`config.mk`:
```
export PLATFORM = sky130hd
export DESIGN_NAME = qea_isqrt
export DESIGN_NICKNAME = d
export VERILOG_FILES = /design/src/hdl/qea_pkg.sv /design/src/hdl/qea_isqrt.sv
export SDC_FILE = /design/constraint.sdc
export NUM_CORES = 2
export LEC_CHECK = 0
export BUFFER_PORTS_ARGS = -buffer_cell sky130_fd_sc_hd__buf_2
export CORE_MARGIN = 5
export CORE_UTILIZATION = 55
export DETAILED_ROUTE_END_ITERATION = 6
export GPL_TIMING_DRIVEN = 0
export PLACE_DENSITY = 0.73
export SLEW_MARGIN = 10
export SYNTH_ARGS = -nofsm -noshare
export SYNTH_HDL_FRONTEND = slang
export SYNTH_SLANG_ARGS = --single-unit
```
`constraint.sdc`:
```
create_clock -name clk -period 8.72 [get_ports clk]
set_input_delay 0.872 -clock clk [delete_from_list [all_inputs] [get_ports clk]]
set_output_delay 0.872 -clock clk [all_outputs]
set_load 0.02 [all_outputs]
```
`src/hdl/qea_pkg.sv`:
```
// Shared widths, constants and helpers for the quaternion to Euler angle core.
// Used by every module of the core; depends on nothing else.
`default_nettype none

package qea_pkg;

    // Input component width, Q1.14.
    localparam int QW = 16;
    // Working width of the sums, Q28 with headroom for out-of-range inputs.
    localparam int OP_W = 36;
    // Radicand of the pitch cosine, 2^56 - s^2, and its square root.
    localparam int RAD_W = 57;
    localparam int ROOT_W = 29;
    // CORDIC datapath width and angle accumulator width (degree * 2^20).
    localparam int CW = 44;
    localparam int ANG_W = 31;
    localparam int ACC_FRAC = 20;
    localparam int CORDIC_ITERS = 24;
    // Operands are doubled until the larger magnitude reaches 2^NORM_EXP.
    localparam int NORM_EXP = 40;
    localparam int NORM_STEPS = 6;
    localparam int NORM_LAT = NORM_STEPS + 1;
    localparam int FRONT_LAT = 3;

    localparam int ANGLE_FRAC_BITS_DEF = 6;
    localparam int Q28_INT = 268435456;

    localparam logic signed [ANG_W-1:0] DEG90 = ANG_W'(90 * (1 << ACC_FRAC));
    localparam logic signed [ANG_W-1:0] DEG180 = ANG_W'(180 * (1 << ACC_FRAC));

    // atan(2^-i) in degree * 2^20, rounded to nearest.
    localparam int ATAN_TAB [CORDIC_ITERS] = '{
        47185920, 27855475, 14718068, 7471121, 3750058, 1876857, 938658, 469357,
        234682, 117342, 58671, 29335, 14668, 7334, 3667, 1833,
        917, 458, 229, 115, 57, 29, 14, 7
    };

    // Clamp an accumulated angle to +/-lim, force zero for a null vector, then
    // round to the output unit with half an LSB added and a floor shift.
    function automatic logic signed [ANG_W+1:0] out_units(
        input logic signed [ANG_W-1:0] z,
        input logic                    zero,
        input logic signed [ANG_W-1:0] lim,
        input int                      sh
    );
        logic signed [ANG_W+1:0] zc;
        logic signed [ANG_W+1:0] half;
        if (zero)
            zc = '0;
        else if (z > lim)
            zc = (ANG_W+2)'(lim);
        else if (z < -lim)
            zc = -((ANG_W+2)'(lim));
        else
            zc = (ANG_W+2)'(z);
        half = (ANG_W+2)'(1) <<< (sh - 1);
        return (zc + half) >>> sh;
    endfunction

endpackage

`default_nettype wire

```
`src/hdl/qea_isqrt.sv`:
```
// Pipelined integer square root, one result bit per stage, with a side word
// that travels alongside. Depends on qea_pkg.
`default_nettype none

module qea_isqrt #(
    parameter int PASS_W = 1
) (
    input  wire logic                          clk,
    input  wire logic                          en,
    input  wire logic [qea_pkg::RAD_W-1:0]     rad,
    input  wire logic [PASS_W-1:0]             pass_in,
    output logic [qea_pkg::ROOT_W-1:0]         root,
    output logic [PASS_W-1:0]                  pass_out
);
    import qea_pkg::*;

    localparam int TW = RAD_W + 1;

    logic [RAD_W-1:0]  rem_reg  [1:ROOT_W];
    logic [ROOT_W-1:0] root_reg [1:ROOT_W];
    logic [PASS_W-1:0] pass_reg [1:ROOT_W];

    // Each stage tries the next lower root bit against the running remainder.
    for (genvar k = 0; k < ROOT_W; k++)
    begin : g_stage
        localparam int B = ROOT_W - 1 - k;
        logic [RAD_W-1:0]  rem_in;
        logic [ROOT_W-1:0] root_in;
        logic [PASS_W-1:0] pass_stage;
        logic [TW-1:0]     trial;
        logic              take;

        if (k == 0)
        begin : g_first
            assign rem_in     = rad;
            assign root_in    = '0;
            assign pass_stage = pass_in;
        end
        else
        begin : g_rest
            assign rem_in     = rem_reg[k];
            assign root_in    = root_reg[k];
            assign pass_stage = pass_reg[k];
        end

        assign trial = (TW'(root_in) << (B + 1)) + (TW'(1) << (2 * B));
        assign take  = ({1'b0, rem_in} >= trial);

        always_ff @(posedge clk)
        begin
            if (en)
            begin
                rem_reg[k+1]  <= take ? RAD_W'({1'b0, rem_in} - trial) : rem_in;
                root_reg[k+1] <= take ? (root_in | (ROOT_W'(1) << B)) : root_in;
                pass_reg[k+1] <= pass_stage;
            end
        end
    end

    assign root     = root_reg[ROOT_W];
    assign pass_out = pass_reg[ROOT_W];

endmodule

`default_nettype wire

```
== Yosys cells after proc, flatten, opt, wreduce, memory -nomap -nowiden ==
Memories as Yosys holds them, arrays and structs flattened.
Index checks and enable logic that the tools add are counted.

* Add/sub/neg operators: 57
* Order comparisons: 29
* Muxes and demuxes: 60

{| class="wikitable"
|+ Operator list
! operator !! number
|-
| $mux 57 || 29
|-
| $sub 57x57->57 || 2
|-
| $add 57x55->58 const B || 1
|-
| $ge 57x58->1 || 1
|-
| $add 56x53->57 const B || 1
|-
| $ge 57x31->1 || 1
|-
| $ge 57x32->1 || 1
|-
| $ge 57x33->1 || 1
|-
| $ge 57x34->1 || 1
|-
| $ge 57x35->1 || 1
|-
| $ge 57x36->1 || 1
|-
| $ge 57x37->1 || 1
|-
| $ge 57x38->1 || 1
|-
| $ge 57x39->1 || 1
|-
| $ge 57x40->1 || 1
|-
| $ge 57x41->1 || 1
|-
| $ge 57x42->1 || 1
|-
| $ge 57x43->1 || 1
|-
| $ge 57x44->1 || 1
|-
| $ge 57x45->1 || 1
|-
| $ge 57x46->1 || 1
|-
| $ge 57x47->1 || 1
|-
| $ge 57x48->1 || 1
|-
| $ge 57x49->1 || 1
|-
| other kinds (91) || 93
|}

* Register bits after elaboration: 0
* RAM bits: 2523
* Bits of input ports: 60
* Output and inout port bits: 30
* Logic and storage cells: 149
* Memories kept: 3

{| class="wikitable"
|+ Memories
! name !! words !! bits a word !! read ports !! clocked after Yosys merged registers in !! wr ports !! line !! RTL
|-
| rem_reg || 29 || 57 || 28 || 0 || 29 || qea_isqrt.sv:19 || <nowiki>logic [RAD_W-1:0] rem_reg [1:ROOT_W];</nowiki>
|-
| root_reg || 29 || 29 || 29 || 0 || 29 || qea_isqrt.sv:20 || <nowiki>logic [ROOT_W-1:0] root_reg [1:ROOT_W];</nowiki>
|-
| pass_reg || 29 || 1 || 29 || 0 || 29 || qea_isqrt.sv:21 || <nowiki>logic [PASS_W-1:0] pass_reg [1:ROOT_W];</nowiki>
|}

== Depth between registers and ports, before layout ==
An unclocked memory read counts as a cell.

* Word-level depth: 4
* Depth in mapped cells: 14

== Worst setup path before layout ==
Ideal clock, no wire load.

* Path type: flip-flop to flip-flop
* Start point: register, netlist name rem_reg[0][1355]
* End point: register, netlist name rem_reg[0][1383]
* Library setup time: 0.260 ns
* Data arrival time: 3.555 ns
* Path slack: 4.905 ns
* Stages on the path, launching flop included: 11
* Buffers on the path: 1
* Cells stage by stage: edfxtp_1 -> or4_1 -> or3_1 -> or3_1 -> or3_1 -> or2_1 -> or4_4 -> a2111oi_4 -> inv_2 -> buf_6 -> mux2_4

==> results.txt <==
- The flow ran to the end, but the final reports show violations.
- Failing checks: DRC
- For this run, design rule violations remaining after detail routing come to 6.
- TritonCTS built the clock tree.
* Routed length per placed instance: 21.6 um
- Based on the critical path, the design can be clocked at up to 0.180 GHz.
- From synthesis to final layout, the design area changed by 11.1%.
* Asr flop ratio synth: 0%
- Once the floorplan was initialized, standard cells occupied 55.1% of the core.
- Across every metal layer, demand over resource in global routing totals 24.2%.
* Most frequently used flop master after synthesis: edfxtp_1
* Endpoint kind of the worst setup timing path: flop
* Number of cells after detailed placement: 10209
- Floorplan Core Area: 0.178 sq mm
- Yosys mapped a number of flops with a built-in enable equal to 2060.
* Height of the chip: 432 um
- On the final layout, the worst clock skew is 74.7 ps.
- The worst-case IR drop observed on VDD is 204 uV.
- Minimum hold slack: 160 ps
- Maximum fanout along the worst path: 10
* Beginning of the worst hold path: rad[45]
- After the last flow step, the layout net total stands at 8584.
- In this run, distinct cell masters in the synthesized netlist total 84.
- Number of antenna violations at the first check in global routing: 10
* Number of H-tree branching levels: 4
* Power density cells: 263 mW/mm^2
- Counting every net in the synthesized netlist gives 8272.
* Number of DRC markers in iteration 0: 6114
- For the worst setup path, the data arrival time is 6130 ps.
- The finished cells cover around 0.11 sq mm.
- In the final layout, the share of cells above drive strength 1 is under 10%.
* Worst Setup Path Type: reg -> reg
- Cell taking the most area after synthesis: edfxtp_1
- Largest register FFs: ~1600
* RR Endpoint: rem_reg[0][1450]$_DFFE_PP_
* Bufs on Longest Clock Path: 3
- CTS Hold Buffers Added: 0
- The setup check on the worst reg-to-reg path leaves a slack of 3160 ps.
- The number of setup buffers added after CTS is 0.
- Total wirelength of the detailed-routed design: 229000 um
* Post-detailed-placement cell area: 0.102 sq mm
- Clock tree synthesis found a total of 2060 sinks.
* Number of nets with antenna violations after detailed routing: 0
* Insertion delay of the later-clocked pin in the worst-skew pair: 890 ps
- Leaving out filler cells and counting taps, the final layout contains 10602.
- Endpoints failing hold: 0
- The floorplan has ~160 rows.
- Setup violations remaining at the end of the flow were counted as 0.
- Counting every instance in the synthesized netlist gives roughly 7800.
- In this run the static leakage power is approximately 41 nW.
- For this run, the register share of the synthesized area comes to 63.0%.
- The HPWL after detailed placement is 170000 um.
- Max-cap violations in this run came to 0.
* Worst Path Required: 9290 ps
* Post-Synthesis Mean Instance Area: 12.7 sq um
* RSZ-0062 raised after global routing: no
* Most frequent cell after synthesis: edfxtp_1
* Min-Delay Endpoint: rem_reg[0][102]$_DFFE_PP_
- Total global routing overflow: 0
* Share of the cycle needed by the critical path after routing: 63.7%
- Ranked by instance count, the synthesized netlist is headed by edfxtp_1, inv_1, nor2_1.
* Transition time at the pin with the least slew margin: 1370 ps
* Final TNS setup: 0 ps
- Die Span X: 432 um
- Via count of the first global-routing pass: 61999
* Yosys reg bits: 2060
* Final number of max-transition violations: 0
* Vias post-DR: 62997
* Cell area after synthesis: ~0.098 sq mm
* Via/cell ratio: 5.94
* R2r startpoint: rem_reg[0][1400]$_DFFE_PP_
- Boundary Pins: 90
* Total CTS buffers: between 200 and 250
- Ranking of synthesized cells by area: edfxtp_1, ha_1, xnor2_1
- First-pass iteration count of the detailed router: 7
- The first global-routing pass estimated 353000 um of wire.
- Number of port buffers: 88
- In this run the clock root is driven by a clkbuf_16.
- The Yosys step of the flow raised 0 warnings.
- The worst register-to-register path has a depth of 12.
- Post-cts repair resize count: 0
- STA classifies the critical path startpoint as a flop.
- Counting instances, the worst hold path has a depth of 1.
- Clk slew on worst S/H paths: 60 ps
- The die covers 0.187 sq mm.
* Slew HR: under 10%
* Largest net degree at the start of global routing: 181
* Synth top area share: 63.0%
- Measured on the finished design, the core utilization comes to 61.2%.
- Routability-driven placement finished with a final weighted congestion of 0.951.
- The tightest min-delay check is of the in -> reg type.
- Crit path time final: 5560 ps
-- worst max-delay path by stage --
stage                                          start                          to  slack [ps]  cells past startpoint
after floorplan           rem_reg[0][1355]$_DFFE_PP_  rem_reg[0][1383]$_DFFE_PP_        4910                     10
after global placement                            en  rem_reg[0][1629]$_DFFE_PP_      -24450                      1
after detailed placement   root_reg[3][27]$_DFFE_PP_  rem_reg[0][1448]$_DFFE_PP_        3380                     13
after CTS                  root_reg[3][27]$_DFFE_PP_  rem_reg[0][1450]$_DFFE_PP_        3370                     13
after global routing      rem_reg[0][1401]$_DFFE_PP_  rem_reg[0][1450]$_DFFE_PP_        2970                     12
final                     rem_reg[0][1400]$_DFFE_PP_  rem_reg[0][1450]$_DFFE_PP_        3160                     12
-- through the flow --
| stage | setup WS [ps] | total power, mW |
|---|---|---|
| final | 3160 | 28.7 |
| after global routing | 2970 | 30.1 |
| after CTS | 3370 | 28.8 |
| after detailed placement | 3380 | 19.7 |
| after global placement | -24450 | 20.1 |
| after floorplan | 4910 | 17.7 |
-- final cells by class --
cell class              count  area, sq um
diodes                      7         17.5
clock buffers             241         5310
well taps                2355         2950
plain buffers             146          571
multi-input cells        4959        33500
flip-flops and latches   2060        61900
fillers                 13540        69000
clock inverters           145         1780
repair buffers            103          808
inverters                 586         2200
-- cells by family (layout without fill, tap and decap cells) --
kind of cell,count (synthesis),after routing,share of synthesized area (%)
buf+inv,732,1221,2.82
xor+xnor,687,687,6.13
fa+ha+maj,461,461,5.89
mux,73,73,0.858
compound gates,1451,1451,9.21
flops,2060,2060,63.0
simple gates,2286,2286,12.0
other cells,1,8,0.00382
-- worst max-delay path, cell delays in order (launching register included) --
cell	delay, ps
edfxtp_1	420
ha_1	300
clkbuf_1	500
nand4_1	210
or4_1	760
nor4_1	410
or4b_2	220
nor2b_1	50
a31oi_1	260
clkbuf_1	610
clkbuf_1	640
buf_1	660
a21oi_1	200
-- cell usage in the layout, fill, tap and decap left out, types with 93 or more instances in the layout --
cell	Yosys	layout
xor2_1	308	308
xnor2_1	379	379
nor4_1	256	250
nand4_1	124	124
a21oi_1	461	461
nand3_1	141	141
nor3_1	232	231
o21ai_0	367	367
o21a_1	100	100
inv_1	582	582
ha_1	460	460
nand2_1	474	474
a21o_1	158	158
nor2_1	518	518
edfxtp_1	2060	2060
clkbuf_1	130	164
buf_2	6	93
clkbuf_16	0	207
-- report_power, final --
| part | switching, mW | internal (mW) | total, mW |
|---|---|---|---|
| Sequential | 1.01 | 12.6 | 13.6 |
| Clock | 3.88 | 5.21 | 9.09 |
| Combinational | 3.52 | 2.41 | 5.94 |
| Total | 8.41 | 20.2 | 28.7 |
-- layer usage --
layer	vias up	track usage [%]	wire length, um	part of all wire (%)
li1	29717	-	-	-
met1	30943	32.5	97100	42
met2	1926	40.9	112000	49
met3	407	3.65	13500	5.9
met4	4	7.52	6560	2.9
met5	-	0	27	0.012
(Power assumes the default switching activity.)
