<file path="src/hdl/qea_pkg.sv">
// Shared widths, constants and helpers for the quaternion to Euler angle core.
// Used by every module of the core; depends on nothing else.
`default_nettype none

package qea_pkg;

    // Input component width, Q1.14.
    localparam int QW = 16;
    // Working width of the sums, Q28 with headroom for out-of-range inputs.
    localparam int OP_W = 36;
    // Radicand of the pitch cosine, 2^56 - s^2, and its square root.
    localparam int RAD_W = 57;
    localparam int ROOT_W = 29;
    // CORDIC datapath width and angle accumulator width (degree * 2^20).
    localparam int CW = 44;
    localparam int ANG_W = 31;
    localparam int ACC_FRAC = 20;
    localparam int CORDIC_ITERS = 24;
    // Operands are doubled until the larger magnitude reaches 2^NORM_EXP.
    localparam int NORM_EXP = 40;
    localparam int NORM_STEPS = 6;
    localparam int NORM_LAT = NORM_STEPS + 1;
    localparam int FRONT_LAT = 3;

    localparam int ANGLE_FRAC_BITS_DEF = 6;
    localparam int Q28_INT = 268435456;

    localparam logic signed [ANG_W-1:0] DEG90 = ANG_W'(90 * (1 << ACC_FRAC));
    localparam logic signed [ANG_W-1:0] DEG180 = ANG_W'(180 * (1 << ACC_FRAC));

    // atan(2^-i) in degree * 2^20, rounded to nearest.
    localparam int ATAN_TAB [CORDIC_ITERS] = '{
        47185920, 27855475, 14718068, 7471121, 3750058, 1876857, 938658, 469357,
        234682, 117342, 58671, 29335, 14668, 7334, 3667, 1833,
        917, 458, 229, 115, 57, 29, 14, 7
    };

    // Clamp an accumulated angle to +/-lim, force zero for a null vector, then
    // round to the output unit with half an LSB added and a floor shift.
    function automatic logic signed [ANG_W+1:0] out_units(
        input logic signed [ANG_W-1:0] z,
        input logic                    zero,
        input logic signed [ANG_W-1:0] lim,
        input int                      sh
    );
        logic signed [ANG_W+1:0] zc;
        logic signed [ANG_W+1:0] half;
        if (zero)
            zc = '0;
        else if (z > lim)
            zc = (ANG_W+2)'(lim);
        else if (z < -lim)
            zc = -((ANG_W+2)'(lim));
        else
            zc = (ANG_W+2)'(z);
        half = (ANG_W+2)'(1) <<< (sh - 1);
        return (zc + half) >>> sh;
    endfunction

endpackage

`default_nettype wire

</file>
<file path="src/hdl/qea_norm.sv">
// Operand preparation for one CORDIC lane: half-plane fold and left
// normalisation by 32, 16, 8, 4, 2 and 1 places. Depends on qea_pkg.
`default_nettype none

module qea_norm (
    input  wire logic                              clk,
    input  wire logic                              en,
    input  wire logic signed [qea_pkg::OP_W-1:0]   y_in,
    input  wire logic signed [qea_pkg::OP_W-1:0]   x_in,
    output logic signed [qea_pkg::CW-1:0]          y_out,
    output logic signed [qea_pkg::CW-1:0]          x_out,
    output logic signed [qea_pkg::ANG_W-1:0]       z_out,
    output logic                                   zero_out
);
    import qea_pkg::*;

    logic signed [CW-1:0]    x_reg [0:NORM_STEPS];
    logic signed [CW-1:0]    y_reg [0:NORM_STEPS];
    logic signed [ANG_W-1:0] z_reg [0:NORM_STEPS];
    logic                    zero_reg [0:NORM_STEPS];

    // Fold a negative x into the right half plane, starting at +/-180 degrees.
    logic signed [CW-1:0] x_ext, y_ext;
    logic                 neg;

    always_comb
    begin
        x_ext = CW'(x_in);
        y_ext = CW'(y_in);
        neg   = (x_in < 0);
    end

    always_ff @(posedge clk)
    begin
        if (en)
        begin
            x_reg[0]    <= neg ? -x_ext : x_ext;
            y_reg[0]    <= neg ? -y_ext : y_ext;
            z_reg[0]    <= neg ? ((y_in >= 0) ? DEG180 : -DEG180) : '0;
            zero_reg[0] <= (x_in == 0) && (y_in == 0);
        end
    end

    // Binary search on the shift: move by K places while the larger
    // magnitude stays below 2^(NORM_EXP+1).
    for (genvar j = 0; j < NORM_STEPS; j++)
    begin : g_shift
        localparam int K = 1 << (NORM_STEPS - 1 - j);
        localparam logic signed [CW-1:0] LIM = CW'(1) << (NORM_EXP + 1 - K);
        logic fits;

        assign fits = (x_reg[j] < LIM) && (y_reg[j] < LIM) && (y_reg[j] > -LIM);

        always_ff @(posedge clk)
        begin
            if (en)
            begin
                x_reg[j+1]    <= fits ? (x_reg[j] <<< K) : x_reg[j];
                y_reg[j+1]    <= fits ? (y_reg[j] <<< K) : y_reg[j];
                z_reg[j+1]    <= z_reg[j];
                zero_reg[j+1] <= zero_reg[j];
            end
        end
    end

    assign x_out    = x_reg[NORM_STEPS];
    assign y_out    = y_reg[NORM_STEPS];
    assign z_out    = z_reg[NORM_STEPS];
    assign zero_out = zero_reg[NORM_STEPS];

endmodule

`default_nettype wire

</file>
<file path="config.mk">
export PLATFORM = sky130hd
export DESIGN_NAME = qea_norm
export DESIGN_NICKNAME = d
export VERILOG_FILES = /design/src/hdl/qea_pkg.sv /design/src/hdl/qea_norm.sv
export SDC_FILE = /design/constraint.sdc
export NUM_CORES = 1
export LEC_CHECK = 0
export BUFFER_PORTS_ARGS = -buffer_cell sky130_fd_sc_hd__buf_4
export CAP_MARGIN = 20
export CORE_MARGIN = 1.5
export CORE_UTILIZATION = 55
export CTS_CLUSTER_DIAMETER = 80
export CTS_CLUSTER_SIZE = 25
export DETAILED_ROUTE_END_ITERATION = 10
export GPL_TIMING_DRIVEN = 0
export PLACE_DENSITY_LB_ADDON = 0.3
export SLEW_MARGIN = 20
export SYNTH_ARGS = -nofsm -noshare
export SYNTH_HDL_FRONTEND = slang
export SYNTH_SLANG_ARGS = --single-unit
</file>
<file path="constraint.sdc">
create_clock -name clk -period 2.41 [get_ports clk]
set_input_delay 0.482 -clock clk [delete_from_list [all_inputs] [get_ports clk]]
set_output_delay 0.482 -clock clk [all_outputs]
set_load 0.01 [all_outputs]
</file>
# Word level (Yosys, flattened, before mapping)
# Memory sizes are Yosys's and may differ from the RTL's.
# Index checks and enable logic that the tools add are counted.
[totals] ramBits=840 output_inout_bits=120 input_bits=74 word_cells=59 memories=4 register_bits=0
[classes] n_mux=18 n_reduce_logical=15 addsub=2 n_lt_le_gt_ge=20
[memory_table] memory="x_reg" words=7 width=44 rd=7 rd_clocked_by_memory_dff=0 wr=7 line_no="qea_norm.sv:17" rtl="logic signed [CW-1:0] x_reg [0:NORM_STEPS];"
[memory_table] memory="y_reg" words=7 width=44 rd=7 rd_clocked_by_memory_dff=0 wr=7 line_no="qea_norm.sv:18" rtl="logic signed [CW-1:0] y_reg [0:NORM_STEPS];"
[memory_table] memory="z_reg" words=7 width=31 rd=7 rd_clocked_by_memory_dff=0 wr=7 line_no="qea_norm.sv:19" rtl="logic signed [ANG_W-1:0] z_reg [0:NORM_STEPS];"
[memory_table] memory="zero_reg" words=7 width=1 rd=7 rd_clocked_by_memory_dff=0 wr=7 line_no="qea_norm.sv:20" rtl="logic zero_reg [0:NORM_STEPS];"
[ops] op="44-bit two-way mux" n=14
[ops] op="44-bit by 11-bit less-than comparator with 1-bit output (second input constant)" n=2
[ops] op="44-bit by 27-bit less-than comparator with 1-bit output (second input constant)" n=2
[ops] op="44-bit by 35-bit less-than comparator with 1-bit output (second input constant)" n=2
[ops] op="44-bit by 39-bit less-than comparator with 1-bit output (second input constant)" n=2
[ops] op="44-bit by 41-bit less-than comparator with 1-bit output (second input constant)" n=2
[ops] op="44-bit by 42-bit less-than comparator with 1-bit output (second input constant)" n=2
[ops] op="36-bit negation with 44-bit output" n=2
[ops] op="36-bit logical NOT" n=2
[ops] op="31-bit two-way mux" n=2
[ops] op="44-bit by 10-bit > comparator with 1-bit output (second input constant)" n=1
[ops] op="44-bit by 26-bit > comparator with 1-bit output (second input constant)" n=1
[ops] op="44-bit by 34-bit > comparator with 1-bit output (second input constant)" n=1
[ops] op="44-bit by 38-bit > comparator with 1-bit output (second input constant)" n=1
[ops] op="44-bit by 40-bit > comparator with 1-bit output (second input constant)" n=1
[ops] op="44-bit by 41-bit > comparator with 1-bit output (second input constant)" n=1
[ops] op="36-bit by 1-bit >= comparator with 1-bit output (second input constant)" n=1
[ops] op="36-bit by 1-bit less-than comparator with 1-bit output (second input constant)" n=1
[ops] op="1-bit logical AND" n=13
[ops] op="1-bit two-way mux" n=2

# Depth between registers and ports, before layout
# Gate-level depths: netlist of run 1.
[depth] word_depth=4 mapped_depth=7 mapped_depth_nobuf=7

# Least setup slack after synthesis of run 1
# No wires, ideal clock.
[synth_timing] path_type="input-to-reg" startpoint="in y_in[24] (netlist name)" endpoint="mem y_reg[0][36], data pin" required_ps=2149 path_stages=6 setup_ps=261 arrival_time_ps=2115 n_path_buf=1 setup_slack_ps=34 cell_sequence="or4_4 -> or3_1 -> buf_2 -> or3_4 -> o21ai_1 -> nand2_1"
[synth_rtl] element="from (decl)" line_no="qea_norm.sv:8" rtl="input wire logic signed [qea_pkg::OP_W-1:0] y_in,"
[synth_rtl] element="to (decl)" line_no="qea_norm.sv:18"

==> metrics, run 1 <==
H-tree levels=1; ranking of synthesized cells by area=edfxtp_1 70%, mux2_2 13%, nor2b_1 2.9%; Syn-to-layout area delta=17.13%; Critical Path Start Type=flip-flop; Distinct cells, synth=between 50 and 60; r2r startpoint=y_reg[1][32]; # rows=around 80; Root Buffer=clkbuf_16; Crit. Startpoint=y_reg[1][32]; DRT Wirelength=around 50000 um; Lkg Pwr=around 11 nW; via count=~14000; first-pass GRT wire length=76910 um; clock skew=around 0.022 ns; worst setup margin=-0.07400 ns; layout cell share with drive strength beyond 1=0.3953; Pins Over Slew Limit=0; mapped cell area=approximately 0.028 mm^2; min-delay worst type=in -> reg; mux cell area share after synthesis=0.1550; critical path arrival=2.84 ns; Top FF cell, synth=edfxtp_1; critical setup path kind=reg -> reg; 1st-iter DRT viols=770; Detail Route Antenna Nets=0; Worst-Margin Slew=between 0.7 and 0.8 ns; final count of hold timing violations=0; Cell Pwr Density=about 660 mW/mm^2; FMAX=402.6 MHz; WL/cell=19.80 um; crit-path max FO=5; Synth async-reset ratio=0; number of max-cap violations=0; Seq/Total Area, Yosys=0.7004; Final Cell Area=0.03234 mm^2; largest area contributor in the netlist=edfxtp_1; WHS=roughly 0.066 ns; flops & latches, synth=644; Post-Synth Adder-Cell Area=0.0009064; Port Buffer Count=170; Ant. Diodes=0; number of enable flip-flop cells after synthesis=approximately 640; XOR/XNOR share of the synthesized area=0.02125; clock sink count=~640; Clk pin slew, worst setup/hold paths=roughly 0.09 ns; Synth Instances=roughly 1600; largest family of logic cells by synthesized area=multiplexers; first-pass iteration count of the detailed router=5; Area after DPL=0.03000 mm^2; fillers=~3400; Final GP Congestion=between 0.9 and 1; Placed Cells=~2500; Initial Util=0.5605; RSZ-0062 raised after global routing=yes; Residual DRC=0; synth warn=0; Num CTS Buffers=30; DP Wirelength=36050 um; maximum vdd ir drop=about 0.53 mV; final worst path period share=1.031; status=complete, but fails checks; Die Wd=227.1 um; post-route minimum period=roughly 2.5 ns; Synth top area share=0.7004; failing checks=negative setup slack; vias in the first global route=roughly 14000; HP Start=x_in[35]; Worst-Skew Late Latency=0.61 ns; Finished Layout Cells=roughly 2600; syn_area_per_cell=roughly 17 um^2; CORE AREA=approximately 0.049 mm^2; data required time of the critical path=around 2.8 ns; # setup viols final=150; routed vias/inst=about 5.5; simple-gate share of the synthesized area=0.07890; Die Ht=227.1 um; GRT Util Overall=0.1907; hold_buf cts=0; critical path endpoint category=flip-flop; Slew HR=0.5081; io pins=just under 200; Synth Area in Compound Gates=0.02175; Total Die Area=0.05155 mm^2; CTS Buffer Depth=3; nets=roughly 2000; TritonCTS clock tree=done; antenna violations before repair=0; grt total ovfl=0; largest net degree at the start of global routing=between 100 and 150; Design Power=about 0.021 W
[synthesized netlist by cell type, types with 2 or more instances]
cell type,number
edfxtp_1,644
mux2_2,311
nor2b_1,128
nor4_1,75
mux2_1,69
xnor2_1,66
clkbuf_1,50
buf_4,36
nand4_1,26
nand2_1,25
buf_2,21
o31ai_1,21
nor2_1,18
o21ai_1,18
nor3_1,17
or4_1,13
nand3_1,12
o21ai_0,12
or3_1,8
o41ai_2,7
inv_1,6
a31oi_1,5
o41ai_1,5
or4_4,5
a21oi_1,4
and3_1,3
buf_1,3
nor3_2,3
and4_1,2
ha_1,2
nand2b_1,2
nand4_2,2
o31ai_2,2
[where the power goes]
group          switching, W  leakage [nW]  internal, W  total [W]
clock network       0.00317         0.414      0.00243    0.00560
logic              0.000858          4.45      0.00105    0.00191
registers          0.000590          6.31       0.0134     0.0140
[placed cells by master, fill, tap and decap left out, drive strengths merged, types with 4 or more instances in the layout]
master,n
nor2b,128
conb,30
mux2,380
buf,284
o31ai,23
or3,9
or4,18
o21ai,31
inv,7
edfxtp,644
a31oi,5
nor3,20
nor4,77
clkbuf,82
nand4,28
xnor2,66
nand3,12
o41ai,12
nor2,18
nand2,25
a21oi,4
[metal layers]
layer,global-route usage,part of all wire
met5,0,0
met4,0.06067,0.029
met3,0.01820,0.035
met2,0.3370,0.52
met1,0.2501,0.42
[area by class of cell]
cell class	count	area (um^2)	share of cell area
Inverter	6	22.52	0.0006964
Buffer	109	834.6	0.02581
Timing Repair Buffer	225	1986	0.06140
Clock buffer	32	779.5	0.02410
Multi-Input combinational cell	909	8479	0.2622
Clock inverter	5	67.56	0.002089
Tap cell	664	830.8	0.02569
Sequential cell	644	19340	0.5980
[through the flow]
stage | worst slack, ns | TNS, ns | utilization
6_report | -0.07400 | -5.018 | 0.6566
5_1_grt | -0.1888 | -19.49 | 0.6566
4_1_cts | -0.01668 | -0.09784 | 0.6373
3_5_place_dp | -0.7406 | -203.05 | 0.6090
3_3_place_gp | -4.050 | -2721.07 | 0.6055
2_1_floorplan | 0.03388 | 0 | -
[kinds of logic (layout without fill, tap and decap cells)]
family                   Yosys count  count (layout)
AO/OA/AOI/OAI                     80              80
XOR/XNOR                          67              67
adder cells (fa/ha/maj)            2               2
buffers and inverters            116             377
flip-flops                       644             644
multiplexers                     380             380
other                              1              30
AND/OR/NAND/NOR                  350             350
[final timing paths]
kind | slack (ns) | cells past startpoint | end
setup reg to reg | -0.07 | 7 | y_reg[2][24]
hold reg to reg | 0.42 | 0 | zero_reg[4]
setup / recovery | -0.07 | 7 | y_reg[2][24]
hold / removal | 0.07 | 1 | z_reg[0][22]
[worst max-delay path: stages (launching register included)]
cell,delay (ns)
edfxtp_1,0.41
nand4_1,0.13
or4_4,0.54
o21ai_2,0.13
nor4b_4,0.36
buf_6,0.22
clkbuf_16,0.16
mux2_4,0.29
[timing repair]
item / in CTS / in global routing
resized for setup: 114 / 147
gates cloned: 0 / 11
setup endpoints to repair: 501 / 403
pin swaps: 5 / 26
buffers inserted: 12 / 26
No activity file was read; power rests on OpenSTA's default activity.
==> run 2: changes to the inputs <==
--- a/config.mk
+++ b/config.mk
@@ -12,7 +12,6 @@
 export CTS_CLUSTER_DIAMETER = 80
 export CTS_CLUSTER_SIZE = 25
 export DETAILED_ROUTE_END_ITERATION = 10
-export GPL_TIMING_DRIVEN = 0
 export PLACE_DENSITY_LB_ADDON = 0.3
 export SLEW_MARGIN = 20
 export SYNTH_ARGS = -nofsm -noshare
==> run 2 against run 1 <==
The run still ends with negative setup slack left; hold slack better by 0.033 ns; sequential power about the same; via count fell by 0.21%; fmax hardly changed; first-iteration DRC count increased by 30%; non-clock buffer count decreased by 12; clock-buffer cell count up 1; combinational power barely moved; clock power grew 3%; largest cell class unchanged; largest power group unchanged.
==> metrics, run 2 (synthesis results as in run 1) <==
Ant. Diodes=0 (unchanged); antenna violations before repair=0 (unchanged); # setup viols final=90 (-40%); FMAX=402.9 MHz (about the same); GRT Util Overall=0.1903 (-0.0003436); Cell Pwr Density=669.7 mW/mm^2 (+0.89%); min-delay worst type=in -> reg; first-pass iteration count of the detailed router=5 (unchanged); 1st-iter DRT viols=1002 (+30%); Root Buffer=clkbuf_16; area occupied by multi-input gates=0.008245 mm^2 (-2.8%); # rows=81 (unchanged); Critical Path Start Type=flip-flop; commonest non-fill, non-tap cell in the layout=edfxtp_1; Port Buffer Count=171 (+0.59%); crit-path max FO=4 (-1); DP Wirelength=34490 um (-4.3%); Lkg Pwr=11.14 nW (-0.30%); pre-CTS WS=-0.2149 ns (+0.5257 ns); Initial Util=0.5605 (unchanged); Num CTS Buffers=30 (unchanged); data required time of the critical path=2.78 ns (+0.02 ns); via count=14230 (-0.21%); status=complete, but fails checks; DRT Wirelength=50990 um (-0.72%); Final Cell Area=0.03226 mm^2 (-0.25%); Area after DPL=0.03039 mm^2 (+1.3%); largest net degree at the start of global routing=90 (-20%); critical setup path kind=reg -> reg; clock sink count=644 (unchanged); Residual DRC=0 (unchanged); Total Die Area=0.05155 mm^2 (unchanged); maximum vdd ir drop=0.5314 mV (-0.62%); Detail Route Antenna Nets=0 (unchanged); Finished Layout Cells=2583 (-0.42%); critical path arrival=2.85 ns (about the same); Placed Cells=2505 (-0.16%); WHS=0.09958 ns (+0.03314 ns); grt total ovfl=0 (unchanged); Worst-Skew Late Latency=0.61 ns (about the same); Die Ht=227.1 um (unchanged); failing checks=negative setup slack; Die Wd=227.1 um (unchanged); layout cell share with drive strength beyond 1=0.3971 (+0.001745); critical path endpoint category=flip-flop; Syn-to-layout area delta=16.84%; io pins=194 (unchanged); Clk pin slew, worst setup/hold paths=0.10 ns (about the same); routed vias/inst=5.508 (+0.21%); number of max-cap violations=0 (unchanged); most frequent cells in the layout=644 x edfxtp_1, 282 x mux2_2, 273 x buf_4; vias in the first global route=14370 (+2.7%); WL/cell=19.74 um (-0.30%); setup TNS=-2.497 ns (+2.520 ns); CORE AREA=0.04925 mm^2 (unchanged); clock skew=0.01764 ns (-0.004287 ns); nets=1989 (-0.60%); hold_buf cts=0 (unchanged); post-route minimum period=2.482 ns (-0.001952 ns); register area=0.01934 mm^2 (unchanged); TritonCTS clock tree=done; worst setup margin=-0.07205 ns (+0.001952 ns); H-tree levels=1 (unchanged); fillers=3427 (+1.6%); RSZ-0062 raised after global routing=yes; Pins Over Slew Limit=0 (unchanged); first-pass GRT wire length=77500 um (+0.77%); final count of hold timing violations=0 (unchanged); final worst path period share=1.030 (about the same); Final GP Congestion=0.8557 (-5.3%); CTS Buffer Depth=3 (unchanged)
[run 2: changes by cell type in the layout (fill, tap and decap cells not counted), moves of 12 or more]
cell      change
buf_4        +38
clkbuf_1     -30
buf_12       +20
nor4_1       +16
mux2_4       -14
buf_8        -12
[run 2: path summary, 6_finish.rpt]
kind / start / endpoint / slack, ns / cells after the start
setup / recovery: y_reg[0][15] / y_reg[1][37] / -0.07 / 8
hold / removal: y_in[0] / y_reg[0][0] / 0.1 / 1
setup reg to reg: y_reg[0][15] / y_reg[1][37] / -0.07 / 8
hold reg to reg: zero_reg[0] / zero_reg[1] / 0.42 / 0
[run 2: final cells by class]
class                      instances  area share
multi-input combinational        909      0.2556
tap                              664     0.02576
timing repair buffer             322     0.09146
inverter                           6   0.0006982
sequential                       644      0.5995
clock inverter                     5    0.002676
clock buffer                      33     0.02428
[run 2: worst max-delay path, stage by stage, from the launching register on]
cell and delay [ns]:
edfxtp_1 0.44, nor4_2 0.33, buf_4 0.17, nand4_1 0.09, or3_4 0.43, a2bb2oi_4 0.18, buf_6 0.14, clkbuf_16 0.15
mux2_4 0.30
[run 2: through the flow]
stage | util | total power [W]
after global routing | 0.6549 | 0.02231
after floorplan | - | 0.01487
after CTS | 0.6420 | 0.02159
final | 0.6549 | 0.02160
after global placement | 0.6171 | 0.01584
after detailed placement | 0.6171 | 0.01591
[run 2: where the power goes]
group | leakage, nW | switching, W | internal [W]
sequential | 6.31 | 0.000566 | 0.0134
clock | 0.426 | 0.00321 | 0.00254
combinational | 4.41 | 0.000867 | 0.00105
total | 11.1 | 0.00464 | 0.0170
[run 2: per-layer routing]
| metal | vias up | GRT usage | wire [um] |
|---|---|---|---|
| met3 | 78 | 0.01846 | 1756 |
| met5 | - | 0 | 0 |
| li1 | 6843 | - | - |
| met4 | 0 | 0.05853 | 1253 |
| met2 | 308 | 0.3340 | 26020 |
| met1 | 6999 | 0.2525 | 21970 |
[run 2: repair_timing]
item                                    CTS  global route
pin swaps                                 8             4
setup buffers                            15            14
gates resized for setup                  19           110
cloned                                    7             8
endpoints found under the setup margin  129           301
==> run 3: changes to the inputs <==
--- a/config.mk
+++ b/config.mk
@@ -6,7 +6,6 @@
 export NUM_CORES = 1
 export LEC_CHECK = 0
 export BUFFER_PORTS_ARGS = -buffer_cell sky130_fd_sc_hd__buf_4
-export CAP_MARGIN = 20
 export CORE_MARGIN = 1.5
 export CORE_UTILIZATION = 55
 export CTS_CLUSTER_DIAMETER = 80
==> constraint.sdc (replaced) <==
create_clock -name clk -period 2.28 [get_ports clk]
set_input_delay 0.456 -clock clk [delete_from_list [all_inputs] [get_ports clk]]
set_output_delay 0.456 -clock clk [all_outputs]
set_load 0.01 [all_outputs]
==> run 3 against run 2 <==
The run still ends with negative setup slack left; worst setup slack got worse by 0.17 ns; fmax fell by 1.5%; via count rose by 2.1%; utilization rose by 2.7 points; clock skew rose by 0.0060 ns; wire length rose by 1.1%; die area did not move; hold slack got worse by 0.029 ns; largest power group unchanged; sequential cell count did not move; clock-buffer cell count fell by 1; critical path depth rose by 1.
==> metrics, run 3 (synthesis results as in run 1) <==
status=complete, but fails checks; failing checks=negative setup slack; Layout Utilization=0.6820 (+0.02705); Critical Path Start Type=flip-flop; Cell Pwr Density=684.0 mW/mm^2 (+2.1%); number of max-cap violations=0 (unchanged); # setup viols final=226 (+150%); grt total ovfl=0 (unchanged); clock sink count=644 (unchanged); maximum vdd ir drop=0.5987 mV (+13%); Syn-to-layout area delta=21.66%; via count=14530 (+2.1%); Residual DRC=0 (unchanged); Ant. Diodes=0 (unchanged); WHS=0.07053 ns (-0.02905 ns); Worst-Skew Late Latency=0.61 ns (about the same); Lkg Pwr=11.92 nW (+6.9%); CORE AREA=0.04925 mm^2 (unchanged); layout cell share with drive strength beyond 1=0.4459 (+0.04886); crit-path max FO=8 (+4); Final GP Congestion=0.8743 (+2.2%); vias in the first global route=14100 (-1.9%); Port Buffer Count=171 (unchanged); FMAX=396.9 MHz (-1.5%); GRT Util Overall=0.1831 (-0.007245); nets=2077 (+4.4%); Clk pin slew, worst setup/hold paths=0.10 ns (about the same); Die Wd=227.1 um (unchanged); Die Ht=227.1 um (unchanged); largest net degree at the start of global routing=100 (+11%); clock skew=0.02362 ns (+0.005977 ns); Pins Over Slew Limit=0 (unchanged); Total Die Area=0.05155 mm^2 (unchanged); Num CTS Buffers=31 (+3.3%); pre-CTS WS=-0.2401 ns (-0.02516 ns); final count of hold timing violations=0 (unchanged); post-route minimum period=2.519 ns (+0.03724 ns); min-delay worst type=in -> reg; WL/cell=19.29 um (-2.3%); most frequent cells in the layout=644 x edfxtp_1, 338 x buf_4, 239 x mux2_2; H-tree levels=1 (unchanged); DRT Wirelength=51530 um (+1.1%); cell breakdown of the critical path=nor4_2 -> buf_4 -> nand4_1 -> nor4_4 -> buf_4 -> a31oi_4 -> buf_12 -> clkbuf_16 -> mux2_4; Detail Route Antenna Nets=0 (unchanged); worst setup margin=-0.2393 ns (-0.1672 ns); setup TNS=-23.36 ns (-20.86 ns); DP Wirelength=34400 um (-0.26%); data required time of the critical path=2.64 ns (-0.14 ns); # rows=81 (unchanged); TritonCTS clock tree=done; Finished Layout Cells=2671 (+3.4%); most used cell, CP=buf_4; io pins=194 (unchanged); fillers=3221 (-6.0%); CTS Buffer Depth=3 (unchanged); antenna violations before repair=0 (unchanged); routed vias/inst=5.440 (-1.2%); Critical Path Max Stage Delay=0.48 ns (+0.04 ns); first-pass iteration count of the detailed router=5 (unchanged); first-pass GRT wire length=74920 um (-3.3%); Placed Cells=2573 (+2.7%); commonest non-fill, non-tap cell in the layout=edfxtp_1; Initial Util=0.5605 (unchanged); critical path arrival=2.88 ns (+0.03 ns); 1st-iter DRT viols=938 (-6.4%); RSZ-0062 raised after global routing=yes; Worst path slowest cell=edfxtp_1; critical setup path kind=reg -> reg; Root Buffer=clkbuf_16; critical path endpoint category=flip-flop; final worst path period share=1.105 (+0.07505)
[run 3: cell count changes in the layout (fill, tap and decap cells not counted), moves of 3 or more]
cell       delta
mux2_4       +77
mux2_2       -43
nor4_2        +6
nor2b_2       -3
nor4_4        +4
clkbuf_16    +12
buf_4        +65
nor4_1       -10
mux2_1       -34
buf_8         +8
[run 3: path summary, 6_finish.rpt]
check             depth (start not counted)  slack [ns]          from           end
setup / recovery                          9       -0.24   y_reg[3][0]  y_reg[4][23]
hold / removal                            1        0.07       y_in[0]   y_reg[0][0]
setup reg to reg                          9       -0.24   y_reg[3][0]  y_reg[4][23]
hold reg to reg                           0        0.42  z_reg[4][27]  z_reg[5][27]
[run 3: area by class of cell]
class / count / area [um^2] / share of cell area
flip-flops and latches: 644 / 19340 / 0.5757
multi-input cells: 909 / 8651 / 0.2575
repair buffers: 409 / 3879 / 0.1155
well taps: 664 / 830.8 / 0.02473
clock buffers: 32 / 779.5 / 0.02321
clock inverters: 7 / 88.84 / 0.002645
inverters: 6 / 22.52 / 0.0006705
[run 3: power by group]
group | switching, W | internal [W]
registers | 0.000593 | 0.0141
logic | 0.000950 | 0.00129
clock network | 0.00341 | 0.00261
[run 3: worst max-delay path, delay by kind of cell, from the launching register on]
family	cells	cell delay, ns
compound gates	1	0.12
simple gates	3	0.67
flops	1	0.48
buf+inv	4	0.70
mux	1	0.30
[run 3: routing by layer]
metal  global-route usage  vias to the layer above  routed length, um  share of wire
li1                     -                     7020                  -              -
met1               0.2438                     7109              21820           0.42
met2               0.3207                      318              26590           0.52
met3              0.01910                       82               1780          0.035
met4              0.05319                        0               1338          0.026
met5                    0                        -                  0              0
[run 3: stage by stage]
stage                     power (W)  cell area, um^2
after floorplan             0.01572            27790
after global placement      0.01687            30970
after detailed placement    0.01693            30970
after CTS                   0.02293            32260
after global routing        0.02377            33590
final                       0.02298            33590
[run 3: repair_timing]
item	CTS	global route
endpoints found under the hold margin	0	0
gates cloned	2	30
resized for setup	78	137
hold buffers	0	0
setup buffers	6	22
pin swaps	4	14
endpoints found under the setup margin	328	460
